--- src/sv/spr_pkg.sv ---
// ----------------------------------------------------------------------------
// Sprite frame sequencer package
// Shared widths, reset values, register indexes, sequencer states and the
// request and response groups of the shared divider.
// ----------------------------------------------------------------------------
`default_nettype none

package spr_pkg;

  localparam int TimeBits    = 24;
  localparam int ElapsedBits = TimeBits + 1;
  localparam int FrameBits   = 12;
  localparam int CountBits   = 13;
  localparam int PixBits     = 15;
  localparam int SrcYBits    = 26;
  localparam int DivBits     = ElapsedBits;
  localparam int DivisorBits = TimeBits;
  localparam int DivCntBits  = 5;
  localparam int MulABits    = CountBits;
  localparam int MulBBits    = TimeBits;
  localparam int MulPBits    = MulABits + MulBBits;
  localparam int CfgIdxBits  = 3;
  localparam int CfgDataBits = 24;
  localparam int OutDataBits = 88;
  localparam int OutUserBits = 2;

  localparam logic [CountBits-1:0]  MaxFrames     = 13'd4096;
  localparam logic [TimeBits-1:0]   DurReset      = 24'd1000;
  localparam logic [CountBits-1:0]  CountReset    = 13'd1;
  localparam logic [PixBits-1:0]    CellReset     = 15'd1;
  localparam logic [DivCntBits-1:0] DivStepsTime  = 5'd25;
  localparam logic [DivCntBits-1:0] DivStepsSheet = 5'd15;
  localparam logic [DivCntBits-1:0] DivStepsFrame = 5'd12;

  typedef enum logic [CfgIdxBits-1:0] {
    REG_FRAME_DURATION = 3'd0,
    REG_FRAME_COUNT    = 3'd1,
    REG_LOOP_ENABLE    = 3'd2,
    REG_SHEET_WIDTH    = 3'd3,
    REG_CELL_WIDTH     = 3'd4,
    REG_CELL_HEIGHT    = 3'd5,
    REG_SHEET_PRESENT  = 3'd6
  } cfg_idx_e;

  typedef enum logic [3:0] {
    ST_IDLE,
    ST_DIV_T,
    ST_DIV_M,
    ST_MUL_N,
    ST_SUB_N,
    ST_RECT,
    ST_DIV_P,
    ST_DIV_R,
    ST_MUL_X,
    ST_MUL_Y,
    ST_LOAD_Y,
    ST_OUT
  } state_e;

  typedef struct packed {
    logic                   start;
    logic [DivCntBits-1:0]  nbits;
    logic [DivBits-1:0]     dividend;
    logic [DivisorBits-1:0] divisor;
  } div_req_t;

  typedef struct packed {
    logic                   busy;
    logic                   done;
    logic [DivBits-1:0]     quot;
    logic [DivisorBits-1:0] rem;
  } div_rsp_t;

endpackage

`default_nettype wire

--- src/sv/sprite_frame_sequencer.sv ---
// ----------------------------------------------------------------------------
// Sprite frame sequencer
// Animation frame timer for a sprite sheet with source rectangle output.
// ----------------------------------------------------------------------------
//   Channel   Direction  Contents
//   s_axis    in         tuser: command; tdata: delta_time
//   m_axis    out        tdata: frame and rectangle; tuser: done, rect valid
//   cfg       in         register write, index and data
//
// A word passes through up to four divisions of 25, 25, 15 and 12 steps in
// the shared divider, one quotient bit per cycle; a reset command with no
// sheet present uses none of them.
// Reset clears the animation state and loads the register reset values.
// A result waiting at the output holds the next word only at its final step.
// ----------------------------------------------------------------------------
`default_nettype none

module sprite_frame_sequencer (
  input  wire logic                            clk_i,
  input  wire logic                            rst_ni,
  input  wire logic                            s_axis_tvalid,
  output logic                                 s_axis_tready,
  input  wire logic [spr_pkg::TimeBits-1:0]    s_axis_tdata,  // delta_time
  input  wire logic                            s_axis_tuser,  // command
  output logic                                 m_axis_tvalid,
  input  wire logic                            m_axis_tready,
  // frame_index, src_x, src_y, src_w, src_h, zero fill
  output logic [spr_pkg::OutDataBits-1:0]      m_axis_tdata,
  output logic [spr_pkg::OutUserBits-1:0]      m_axis_tuser,  // done_flag, rect_valid
  input  wire logic                            cfg_we_i,
  input  wire logic [spr_pkg::CfgIdxBits-1:0]  cfg_index_i,
  input  wire logic [spr_pkg::CfgDataBits-1:0] cfg_data_i
);

  localparam int EB = spr_pkg::ElapsedBits;
  localparam int FB = spr_pkg::FrameBits;
  localparam int CB = spr_pkg::CountBits;
  localparam int PB = spr_pkg::PixBits;
  localparam int YB = spr_pkg::SrcYBits;
  localparam int DB = spr_pkg::DivBits;
  localparam int VB = spr_pkg::DivisorBits;

  spr_pkg::state_e state_q, state_d;

  logic [spr_pkg::TimeBits-1:0] dur_q;
  logic [CB-1:0] fcnt_q;
  logic          loop_q;
  logic [PB-1:0] sheet_w_q, cell_w_q, cell_h_q;
  logic          present_q;

  logic [EB-1:0] elapsed_q, elapsed_d;
  logic [FB-1:0] frame_q, frame_d;
  logic          fin_q, fin_d;
  logic [FB-1:0] row_q, row_d, col_q, col_d;
  logic [PB-1:0] sx_q, sx_d;
  logic [YB-1:0] sy_q, sy_d;
  logic          m_valid_q, m_valid_d;
  logic [spr_pkg::OutDataBits-1:0] out_data_q, out_data_d;
  logic [spr_pkg::OutUserBits-1:0] out_user_q, out_user_d;

  spr_pkg::div_req_t div_req;
  spr_pkg::div_rsp_t div_rsp;
  logic [spr_pkg::MulABits-1:0] mul_a;
  logic [spr_pkg::MulBBits-1:0] mul_b;
  logic [spr_pkg::MulPBits-1:0] prod;

  logic                         accept;
  logic [spr_pkg::TimeBits-1:0] dur_eff;
  logic [CB-1:0]                cnt_eff;
  logic                         skip;
  logic [EB:0]                  sum;
  logic [EB-1:0]                e_new;
  logic [CB-1:0]                frame_ext;
  logic                         beyond;
  logic [CB-1:0]                need;
  logic                         reach;
  logic [CB-1:0]                mod_sum;
  logic                         rect_ok;
  logic                         out_free;

  spr_div u_div (
    .clk_i  (clk_i),
    .rst_ni (rst_ni),
    .req_i  (div_req),
    .rsp_o  (div_rsp)
  );

  spr_mul u_mul (
    .clk_i (clk_i),
    .a_i   (mul_a),
    .b_i   (mul_b),
    .p_o   (prod)
  );

  always_comb begin
    s_axis_tready = (state_q == spr_pkg::ST_IDLE);
    accept        = s_axis_tvalid && s_axis_tready;
    dur_eff       = (dur_q == '0) ? spr_pkg::TimeBits'(1) : dur_q;
    cnt_eff       = (fcnt_q > spr_pkg::MaxFrames) ? spr_pkg::MaxFrames : fcnt_q;
    skip          = fin_q || !present_q || (cnt_eff <= CB'(1));
    sum           = {1'b0, elapsed_q} + {2'b00, s_axis_tdata};
    e_new         = sum[EB] ? {EB{1'b1}} : sum[EB-1:0];
    frame_ext     = {1'b0, frame_q};
    beyond        = frame_ext >= cnt_eff;
    need          = ((frame_ext + CB'(1)) >= cnt_eff) ? CB'(1) : (cnt_eff - frame_ext);
    reach         = div_rsp.quot >= {{(DB-CB){1'b0}}, need};
    mod_sum       = frame_ext + div_rsp.rem[CB-1:0];
    rect_ok       = present_q && (cell_w_q != '0) && (sheet_w_q >= cell_w_q);
    out_free      = !m_valid_q || m_axis_tready;
  end

  always_comb begin
    state_d = state_q;
    case (state_q)
      spr_pkg::ST_IDLE: begin
        if (accept) begin
          state_d = (s_axis_tuser || skip) ? spr_pkg::ST_RECT : spr_pkg::ST_DIV_T;
        end
      end
      spr_pkg::ST_DIV_T: begin
        if (div_rsp.done) begin
          if (div_rsp.quot == '0) begin
            state_d = spr_pkg::ST_RECT;
          end else if (loop_q) begin
            state_d = spr_pkg::ST_DIV_M;
          end else if (reach) begin
            state_d = spr_pkg::ST_MUL_N;
          end else begin
            state_d = spr_pkg::ST_RECT;
          end
        end
      end
      spr_pkg::ST_DIV_M: begin
        if (div_rsp.done) begin
          state_d = spr_pkg::ST_RECT;
        end
      end
      spr_pkg::ST_MUL_N: state_d = spr_pkg::ST_SUB_N;
      spr_pkg::ST_SUB_N: state_d = spr_pkg::ST_RECT;
      spr_pkg::ST_RECT: state_d = rect_ok ? spr_pkg::ST_DIV_P : spr_pkg::ST_OUT;
      spr_pkg::ST_DIV_P: begin
        if (div_rsp.done) begin
          state_d = spr_pkg::ST_DIV_R;
        end
      end
      spr_pkg::ST_DIV_R: begin
        if (div_rsp.done) begin
          state_d = spr_pkg::ST_MUL_X;
        end
      end
      spr_pkg::ST_MUL_X: state_d = spr_pkg::ST_MUL_Y;
      spr_pkg::ST_MUL_Y: state_d = spr_pkg::ST_LOAD_Y;
      spr_pkg::ST_LOAD_Y: state_d = spr_pkg::ST_OUT;
      spr_pkg::ST_OUT: begin
        if (out_free) begin
          state_d = spr_pkg::ST_IDLE;
        end
      end
      default: state_d = spr_pkg::ST_IDLE;
    endcase
  end

  always_comb begin
    elapsed_d  = elapsed_q;
    frame_d    = frame_q;
    fin_d      = fin_q;
    row_d      = row_q;
    col_d      = col_q;
    sx_d       = sx_q;
    sy_d       = sy_q;
    m_valid_d  = m_valid_q && !m_axis_tready;
    out_data_d = out_data_q;
    out_user_d = out_user_q;
    div_req    = '0;
    mul_a      = '0;
    mul_b      = '0;
    case (state_q)
      spr_pkg::ST_IDLE: begin
        if (accept) begin
          if (s_axis_tuser) begin
            elapsed_d = '0;
            frame_d   = '0;
            fin_d     = 1'b0;
          end else if (!skip) begin
            elapsed_d        = e_new;
            div_req.start    = 1'b1;
            div_req.nbits    = spr_pkg::DivStepsTime;
            div_req.dividend = e_new;
            div_req.divisor  = dur_eff;
          end
        end
      end
      spr_pkg::ST_DIV_T: begin
        if (div_rsp.done && (div_rsp.quot != '0)) begin
          if (loop_q) begin
            elapsed_d        = {1'b0, div_rsp.rem};
            div_req.start    = 1'b1;
            div_req.nbits    = spr_pkg::DivStepsTime;
            div_req.dividend = beyond ? (div_rsp.quot - DB'(1)) : div_rsp.quot;
            div_req.divisor  = {{(VB-CB){1'b0}}, cnt_eff};
          end else if (!reach) begin
            frame_d   = frame_q + div_rsp.quot[FB-1:0];
            elapsed_d = {1'b0, div_rsp.rem};
          end
        end
      end
      spr_pkg::ST_DIV_M: begin
        if (div_rsp.done) begin
          if (beyond) begin
            frame_d = div_rsp.rem[FB-1:0];
          end else if (mod_sum >= cnt_eff) begin
            frame_d = FB'(mod_sum - cnt_eff);
          end else begin
            frame_d = mod_sum[FB-1:0];
          end
        end
      end
      spr_pkg::ST_MUL_N: begin
        mul_a = need;
        mul_b = dur_eff;
      end
      spr_pkg::ST_SUB_N: begin
        elapsed_d = elapsed_q - prod[EB-1:0];
        frame_d   = FB'(cnt_eff - CB'(1));
        fin_d     = 1'b1;
      end
      spr_pkg::ST_RECT: begin
        if (!rect_ok) begin
          sx_d = '0;
          sy_d = '0;
        end else begin
          div_req.start    = 1'b1;
          div_req.nbits    = spr_pkg::DivStepsSheet;
          div_req.dividend = {{(DB-PB){1'b0}}, sheet_w_q};
          div_req.divisor  = {{(VB-PB){1'b0}}, cell_w_q};
        end
      end
      spr_pkg::ST_DIV_P: begin
        if (div_rsp.done) begin
          div_req.start    = 1'b1;
          div_req.nbits    = spr_pkg::DivStepsFrame;
          div_req.dividend = {{(DB-FB){1'b0}}, frame_q};
          div_req.divisor  = {{(VB-PB){1'b0}}, div_rsp.quot[PB-1:0]};
        end
      end
      spr_pkg::ST_DIV_R: begin
        if (div_rsp.done) begin
          row_d = div_rsp.quot[FB-1:0];
          col_d = div_rsp.rem[FB-1:0];
        end
      end
      spr_pkg::ST_MUL_X: begin
        mul_a = {1'b0, col_q};
        mul_b = {{(spr_pkg::MulBBits-PB){1'b0}}, cell_w_q};
      end
      spr_pkg::ST_MUL_Y: begin
        sx_d  = prod[PB-1:0];
        mul_a = {1'b0, row_q};
        mul_b = {{(spr_pkg::MulBBits-PB){1'b0}}, cell_h_q};
      end
      spr_pkg::ST_LOAD_Y: begin
        sy_d = prod[YB-1:0];
      end
      spr_pkg::ST_OUT: begin
        if (out_free) begin
          m_valid_d  = 1'b1;
          out_data_d = {5'd0, cell_h_q, cell_w_q, sy_q, sx_q, frame_q};
          out_user_d = {rect_ok, fin_q};
        end
      end
      default: begin
        m_valid_d = m_valid_q && !m_axis_tready;
      end
    endcase
  end

  always_ff @(posedge clk_i or negedge rst_ni) begin
    if (!rst_ni) begin
      state_q   <= spr_pkg::ST_IDLE;
      elapsed_q <= '0;
      frame_q   <= '0;
      fin_q     <= 1'b0;
      m_valid_q <= 1'b0;
      dur_q     <= spr_pkg::DurReset;
      fcnt_q    <= spr_pkg::CountReset;
      loop_q    <= 1'b1;
      sheet_w_q <= '0;
      cell_w_q  <= spr_pkg::CellReset;
      cell_h_q  <= spr_pkg::CellReset;
      present_q <= 1'b0;
    end else begin
      state_q   <= state_d;
      elapsed_q <= elapsed_d;
      frame_q   <= frame_d;
      fin_q     <= fin_d;
      m_valid_q <= m_valid_d;
      if (cfg_we_i) begin
        case (spr_pkg::cfg_idx_e'(cfg_index_i))
          spr_pkg::REG_FRAME_DURATION: dur_q     <= cfg_data_i;
          spr_pkg::REG_FRAME_COUNT:    fcnt_q    <= cfg_data_i[CB-1:0];
          spr_pkg::REG_LOOP_ENABLE:    loop_q    <= cfg_data_i[0];
          spr_pkg::REG_SHEET_WIDTH:    sheet_w_q <= cfg_data_i[PB-1:0];
          spr_pkg::REG_CELL_WIDTH:     cell_w_q  <= cfg_data_i[PB-1:0];
          spr_pkg::REG_CELL_HEIGHT:    cell_h_q  <= cfg_data_i[PB-1:0];
          spr_pkg::REG_SHEET_PRESENT:  present_q <= cfg_data_i[0];
          default: begin
            present_q <= present_q;
          end
        endcase
      end
    end
  end

  always_ff @(posedge clk_i) begin
    row_q      <= row_d;
    col_q      <= col_d;
    sx_q       <= sx_d;
    sy_q       <= sy_d;
    out_data_q <= out_data_d;
    out_user_q <= out_user_d;
  end

  assign m_axis_tvalid = m_valid_q;
  assign m_axis_tdata  = out_data_q;
  assign m_axis_tuser  = out_user_q;

`ifndef NO_ASSERTIONS
  a_idle_div_free: assert property (@(posedge clk_i) disable iff (!rst_ni)
    (state_q == spr_pkg::ST_IDLE) |-> !div_rsp.busy)
    else $error("divider still busy while the sequencer is idle");

  a_finished_hold: assert property (@(posedge clk_i) disable iff (!rst_ni)
    (fin_q && (state_q != spr_pkg::ST_IDLE)) |=> $stable(frame_q))
    else $error("frame moved after the one-shot animation finished");

  a_invalid_rect: assert property (@(posedge clk_i) disable iff (!rst_ni)
    (m_axis_tvalid && !m_axis_tuser[1]) |-> (m_axis_tdata[52:12] == '0))
    else $error("invalid rectangle carries nonzero coordinates");
`endif

endmodule

`default_nettype wire

--- src/sv/spr_div.sv ---
// ----------------------------------------------------------------------------
// Sprite sequencer divider
// Restoring divider shared by all divisions, one quotient bit per cycle.
// ----------------------------------------------------------------------------
`default_nettype none

module spr_div (
  input  wire logic              clk_i,
  input  wire logic              rst_ni,
  input  wire spr_pkg::div_req_t req_i,
  output spr_pkg::div_rsp_t      rsp_o
);

  logic                            busy_q, busy_d;
  logic [spr_pkg::DivCntBits-1:0]  cnt_q, cnt_d;
  logic [spr_pkg::DivBits-1:0]     quot_q, quot_d;
  logic [spr_pkg::DivisorBits-1:0] rem_q, rem_d;
  logic [spr_pkg::DivisorBits-1:0] dvs_q, dvs_d;
  logic [spr_pkg::DivBits-1:0]     trial;
  logic [spr_pkg::DivBits-1:0]     diff;
  logic [spr_pkg::DivCntBits-1:0]  shamt;
  logic                            fits;

  always_comb begin
    trial = {rem_q, quot_q[spr_pkg::DivBits-1]};
    fits  = trial >= {1'b0, dvs_q};
    diff  = trial - {1'b0, dvs_q};
    shamt = spr_pkg::DivCntBits'(spr_pkg::DivBits) - req_i.nbits;
    busy_d = busy_q;
    cnt_d  = cnt_q;
    quot_d = quot_q;
    rem_d  = rem_q;
    dvs_d  = dvs_q;
    if (req_i.start) begin
      busy_d = 1'b1;
      cnt_d  = req_i.nbits;
      quot_d = req_i.dividend << shamt;
      rem_d  = '0;
      dvs_d  = req_i.divisor;
    end else if (busy_q) begin
      if (cnt_q != '0) begin
        cnt_d  = cnt_q - 1'b1;
        rem_d  = fits ? diff[spr_pkg::DivisorBits-1:0] : trial[spr_pkg::DivisorBits-1:0];
        quot_d = {quot_q[spr_pkg::DivBits-2:0], fits};
      end else begin
        busy_d = 1'b0;
      end
    end
  end

  always_ff @(posedge clk_i or negedge rst_ni) begin
    if (!rst_ni) begin
      busy_q <= 1'b0;
      cnt_q  <= '0;
    end else begin
      busy_q <= busy_d;
      cnt_q  <= cnt_d;
    end
  end

  always_ff @(posedge clk_i) begin
    quot_q <= quot_d;
    rem_q  <= rem_d;
    dvs_q  <= dvs_d;
  end

  assign rsp_o.busy = busy_q;
  assign rsp_o.done = busy_q && (cnt_q == '0);
  assign rsp_o.quot = quot_q;
  assign rsp_o.rem  = rem_q;

endmodule

`default_nettype wire

--- src/sv/spr_mul.sv ---
// ----------------------------------------------------------------------------
// Sprite sequencer multiplier
// Registered multiplier shared by the time and rectangle products.
// ----------------------------------------------------------------------------
`default_nettype none

module spr_mul (
  input  wire logic                         clk_i,
  input  wire logic [spr_pkg::MulABits-1:0] a_i,
  input  wire logic [spr_pkg::MulBBits-1:0] b_i,
  output logic      [spr_pkg::MulPBits-1:0] p_o
);

  logic [spr_pkg::MulPBits-1:0] p_q, p_d;

  assign p_d = {{spr_pkg::MulBBits{1'b0}}, a_i} * {{spr_pkg::MulABits{1'b0}}, b_i};

  always_ff @(posedge clk_i) begin
    p_q <= p_d;
  end

  assign p_o = p_q;

endmodule

`default_nettype wire
--- config.mk ---
export PLATFORM = sky130hd
export DESIGN_NAME = sprite_frame_sequencer
export DESIGN_NICKNAME = d
export VERILOG_FILES = /design/src/sv/spr_pkg.sv /design/src/sv/sprite_frame_sequencer.sv /design/src/sv/spr_div.sv /design/src/sv/spr_mul.sv
export SDC_FILE = /design/constraint.sdc
export NUM_CORES = 2
export LEC_CHECK = 0
export BUFFER_PORTS_ARGS = -buffer_cell sky130_fd_sc_hd__buf_2
export CORE_MARGIN = 2
export CORE_UTILIZATION = 50
export DETAILED_ROUTE_END_ITERATION = 7
export PLACE_DENSITY = 0.67
export SKIP_CTS_REPAIR_TIMING = 1
export SYNTH_ARGS = -nofsm -noshare
export SYNTH_HDL_FRONTEND = slang
export SYNTH_SLANG_ARGS = --single-unit
export TNS_END_PERCENT = 5
--- constraint.sdc ---
create_clock -name clk_i -period 19.1 [get_ports clk_i]
set_clock_uncertainty 0.05 [all_clocks]
set_input_delay 1.91 -clock clk_i [delete_from_list [all_inputs] [get_ports clk_i]]
set_output_delay 1.91 -clock clk_i [all_outputs]
set_load 0.01 [all_outputs]
==> reports/qor.csv <==
stage,metric,value,unit
clock_tree,"Reg clk slew, reported paths",0.06,ns
pwr,combinational share of power,60.1,%
setup_path,CP Class,reg2reg,
sta,Tightest Pin Transition,1.18,ns
yosys,Async SR Flop Fraction,34.8,%
floorplan,die area,0.0650,sq mm
pwr,Switch Pwr,2.81,mW
placement,port bufs,143,
placement,Area after DPL,0.0332,sq mm
global_route,vias in the first global route,25200,
yosys,Synth Flop Type,edfxtp_1,
pwr,clock network power share,14.8,%
routing,Pre-antenna DRT Iters,8,
routing,WL/cell,24.6,um
floorplan,row count,91,
pwr,P_int,2.92,mW
setup_path,Crit path max-delay family,compound AO/OA/AOI/OAI gates,
setup_path,WP data required,19.58,ns
placement,GP Congestion,0.994,
yosys,post-synth top area cell,edfxtp_1,
hold_path,Worst Hold Class,reg2reg,
clock_tree,Max H-tree Level,2,
layout,area of the multi-input gates,0.0193,sq mm
setup_path,Crit path largest cell delay,0.71,ns
yosys,Yosys cell types,94,
layout,area grow syn2layout,10.0,%
setup_path,Worst Setup End Kind,flip-flop,
setup_path,Worst Path Max Fanout,11,
sta,Fmax,103,MHz
yosys,"Seq/Total Area, Yosys",32.8,%
pwr,worst vdd ir,0.136,mV
routing,1st-iter DRT viols,2911,
layout,filler cell count,5559,
clock_tree,CTS tree,yes,
clock_tree,CTS sink cnt,382,
pwr,Power Total,5.74,mW
yosys,Synth Cell Area,0.0315,sq mm
setup_path,Critical Path Source Type,flip-flop,
sta,fin crit share,51.0,%
routing,DRC viols,4,
yosys,Ys Warns,0,
yosys,syn_area_per_cell,9.49,sq um
floorplan,die height,255,um
flow_run,max cap viols,0,
yosys,Synth Area in Simple Gates,14.9,%
floorplan,Initial Util,50.8,%
yosys,main combinational cell family by area after synthesis,adder cells,
sta,final worst slack,9.36,ns
sta,Sum Neg Setup Slack,0,ns
floorplan,Boundary Pins,149,
sta,Pins Over Slew Limit,0,
sta,Slew HR,20.6,%
pwr,Leakage,14.5,nW
yosys,Synth Area in XOR/XNOR,4.70,%
pwr,total power divided by cell area,166,mW/mm^2
setup_path,Most Frequent Cell on Critical Path,ha_1,
clock_tree,CTS Root Buffer Type,clkbuf_16,
global_route,met1 usage in global routing,45.7,%
placement,worst slack at placement,9.47,ns
global_route,first-pass GRT wire length,158000,um
sta,RSZ-0062 raised after global routing,false,
global_route,global route total overflow,0,
routing,ANT nets after route,0,
layout,fin area,0.0346,sq mm
global_route,GR Util met3,7.13,%
clock_tree,TritonCTS buffer count,44,
floorplan,core area,0.0619,sq mm
yosys,post-synthesis mux area share,4.29,%
setup_path,Buf/Inv on CP,1,
global_route,GRT Max-Usage Layer,met2,
pwr,Sw Share,49.0,%
yosys,"EDFF count, synth",199,
global_route,GR Util met2,50.0,%
sta,Tmin final,9.74,ns
routing,routed vias,26400,
floorplan,Die W,255,um
setup_path,slowest cell on the critical path,o21ai_1,
setup_path,WP data arrival,10.22,ns
clock_tree,Worst-Skew Late Latency,0.61,ns
layout,share of cells above drive strength 1,12.3,%
global_route,largest net degree at the start of global routing,73,
layout,Nets,3898,
yosys,Synth Instances,3317,
yosys,synth top area cells,"edfxtp_1 (19%), fa_1 (13%), dfrtp_1 (9.8%), ha_1 (8.6%), inv_1 (4.4%)",
routing,Post-Route WL,106000,um
layout,Register Area,0.0103,sq mm
global_route,Total GRT Usage,32.8,%
sta,"Hold Vio Cnt, Final",0,
clock_tree,Bufs on Longest Clock Path,3,
global_route,initial antenna violation count,4,
placement,DPL Wire Length,81200,um
pwr,Flop pwr share,25.1,%
routing,Via density,6.14,
yosys,Synth Area in Compound Gates,15.8,%
sta,Hold Slack,0.367,ns
status,failing checks,design-rule violations,
status,run status,"complete, but fails checks",
yosys,Synth Register Bits,382,
sta,final setup vio count,0,
yosys,post-synthesis adder-cell area fraction,21.1,%
yosys,Yosys top cell area share,19.0,%
placed cells by master (no fill, tap or decap), types with 50 or more instances in the layout:
| cell | instances |
|---|---|
| nor3_1 | 86 |
| nor2_1 | 271 |
| buf_4 | 59 |
| dfxtp_1 | 50 |
| xnor2_1 | 121 |
| ha_1 | 216 |
| nand3_1 | 60 |
| dfrtp_1 | 123 |
| edfxtp_1 | 199 |
| inv_1 | 370 |
| a21o_1 | 58 |
| a21oi_1 | 164 |
| nand2_1 | 293 |
| o21ai_0 | 160 |
| buf_2 | 142 |
| fa_1 | 197 |
| mux2_2 | 80 |
| and2_1 | 51 |
path summary, 6_finish.rpt:
path	start	to	slack, ns	depth (start not counted)
worst max-delay path	frame_q[1]$_DFFE_PN0P_	u_mul.p_o[24]$_DFF_P_	9.36	31
worst min-delay path	sx_q[10]$_SDFFCE_PP0P_	m_axis_tdata[22]$_DFFE_PP_	0.37	0
worst max register to register	frame_q[1]$_DFFE_PN0P_	u_mul.p_o[24]$_DFF_P_	9.36	31
worst min register to register	sx_q[10]$_SDFFCE_PP0P_	m_axis_tdata[22]$_DFFE_PP_	0.37	0
max in group asynchronous	rst_ni	elapsed_q[1]$_DFFE_PN0P_	16.28	2
min in group asynchronous	rst_ni	dur_q[19]$_DFFE_PN0P_	1.26	1
stage by stage:
step | util, % | cells
global placement | 53.6 | 4219
detailed placement | 53.6 | 4219
global route | 55.9 | 4300
CTS | 55.9 | 4300
finish | 55.9 | 4302
floorplan | - | 3321
sequential cells by signal (all words and copies together), names as in the netlist, 13 cells and up:
name	count
cell_h_q	15
cell_w_q	15
dur_q	24
elapsed_q	25
fcnt_q	13
m_axis_tdata	83
sheet_w_q	15
sx_q	15
sy_q	26
u_div.dvs_q	24
u_div.quot_q	25
u_div.rem_q	24
u_mul.p_o	26
cell type report:
| type | count | share of cell area, % |
|---|---|---|
| tap | 837 | 3.03 |
| sequential | 382 | 29.8 |
| inverter | 371 | 4.02 |
| timing repair buffer | 202 | 3.37 |
| antenna | 2 | 0.0145 |
| clock inverter | 26 | 0.788 |
| multi-input combinational | 2427 | 55.6 |
| clock buffer | 55 | 3.33 |
worst register-to-register path: cells and delay by family (launching register included):
kind                     cells  cell delay (ns)
AO/OA/AOI/OAI               11             3.62
XOR/XNOR                     2             0.28
adder cells (fa/ha/maj)      9             3.10
buffers and inverters        1             0.04
flip-flops                   1             0.61
AND/OR/NAND/NOR              8             1.99
cell usage after synthesis, types with 11 or more instances:
cell / number
nand3_1: 60
a221oi_1: 25
nand2_1: 293
o211ai_1: 15
buf_2: 22
and2_1: 51
dfrtp_1: 123
a211oi_1: 19
inv_1: 370
o22ai_1: 14
xnor2_1: 121
o21ai_0: 162
ha_1: 216
dfxtp_1: 50
nor2_1: 272
mux2i_1: 36
a22oi_1: 44
o21a_1: 27
a31oi_1: 24
o31ai_1: 15
nor3_1: 95
a222oi_1: 12
mux2_2: 80
nand4_1: 18
nand2b_1: 43
o21bai_1: 18
nor4_1: 27
a21oi_1: 165
or3_1: 34
a211o_1: 12
a21o_1: 58
a221o_1: 18
o221ai_1: 11
and3_1: 16
nor2b_1: 31
xor2_1: 40
fa_1: 197
edfxtp_1: 199
clkbuf_1: 100
routing by layer:
layer  vias to the layer above  part of all wire [%]  routed length [um]
met2                      1496                    44               46500
met3                       263                    11               11500
met5                         -                 0.011                  12
met4                         2                   4.3                4540
li1                      11800                     -                   -
met1                     12800                    41               43400
kinds of logic after synthesis:
| group | count (synthesis) |
|---|---|
| and+or+nand+nor | 990 |
| buffers and inverters | 512 |
| DFF | 382 |
| other | 1 |
| AOI/OAI and AO/OA | 735 |
| adders and majority gates | 413 |
| xor gates and xnor gates | 164 |
| muxes | 120 |
power groups by stage:
stage	logic [mW]	registers, mW	clock network (mW)
5_1_grt	3.77	1.45	0.886
3_3_place_gp	3.34	1.44	0
3_5_place_dp	3.36	1.44	0
2_1_floorplan	2.44	1.31	0
4_1_cts	3.38	1.43	0.855
6_report	3.45	1.44	0.847
Note: power is estimated with default switching activity, not from simulation.
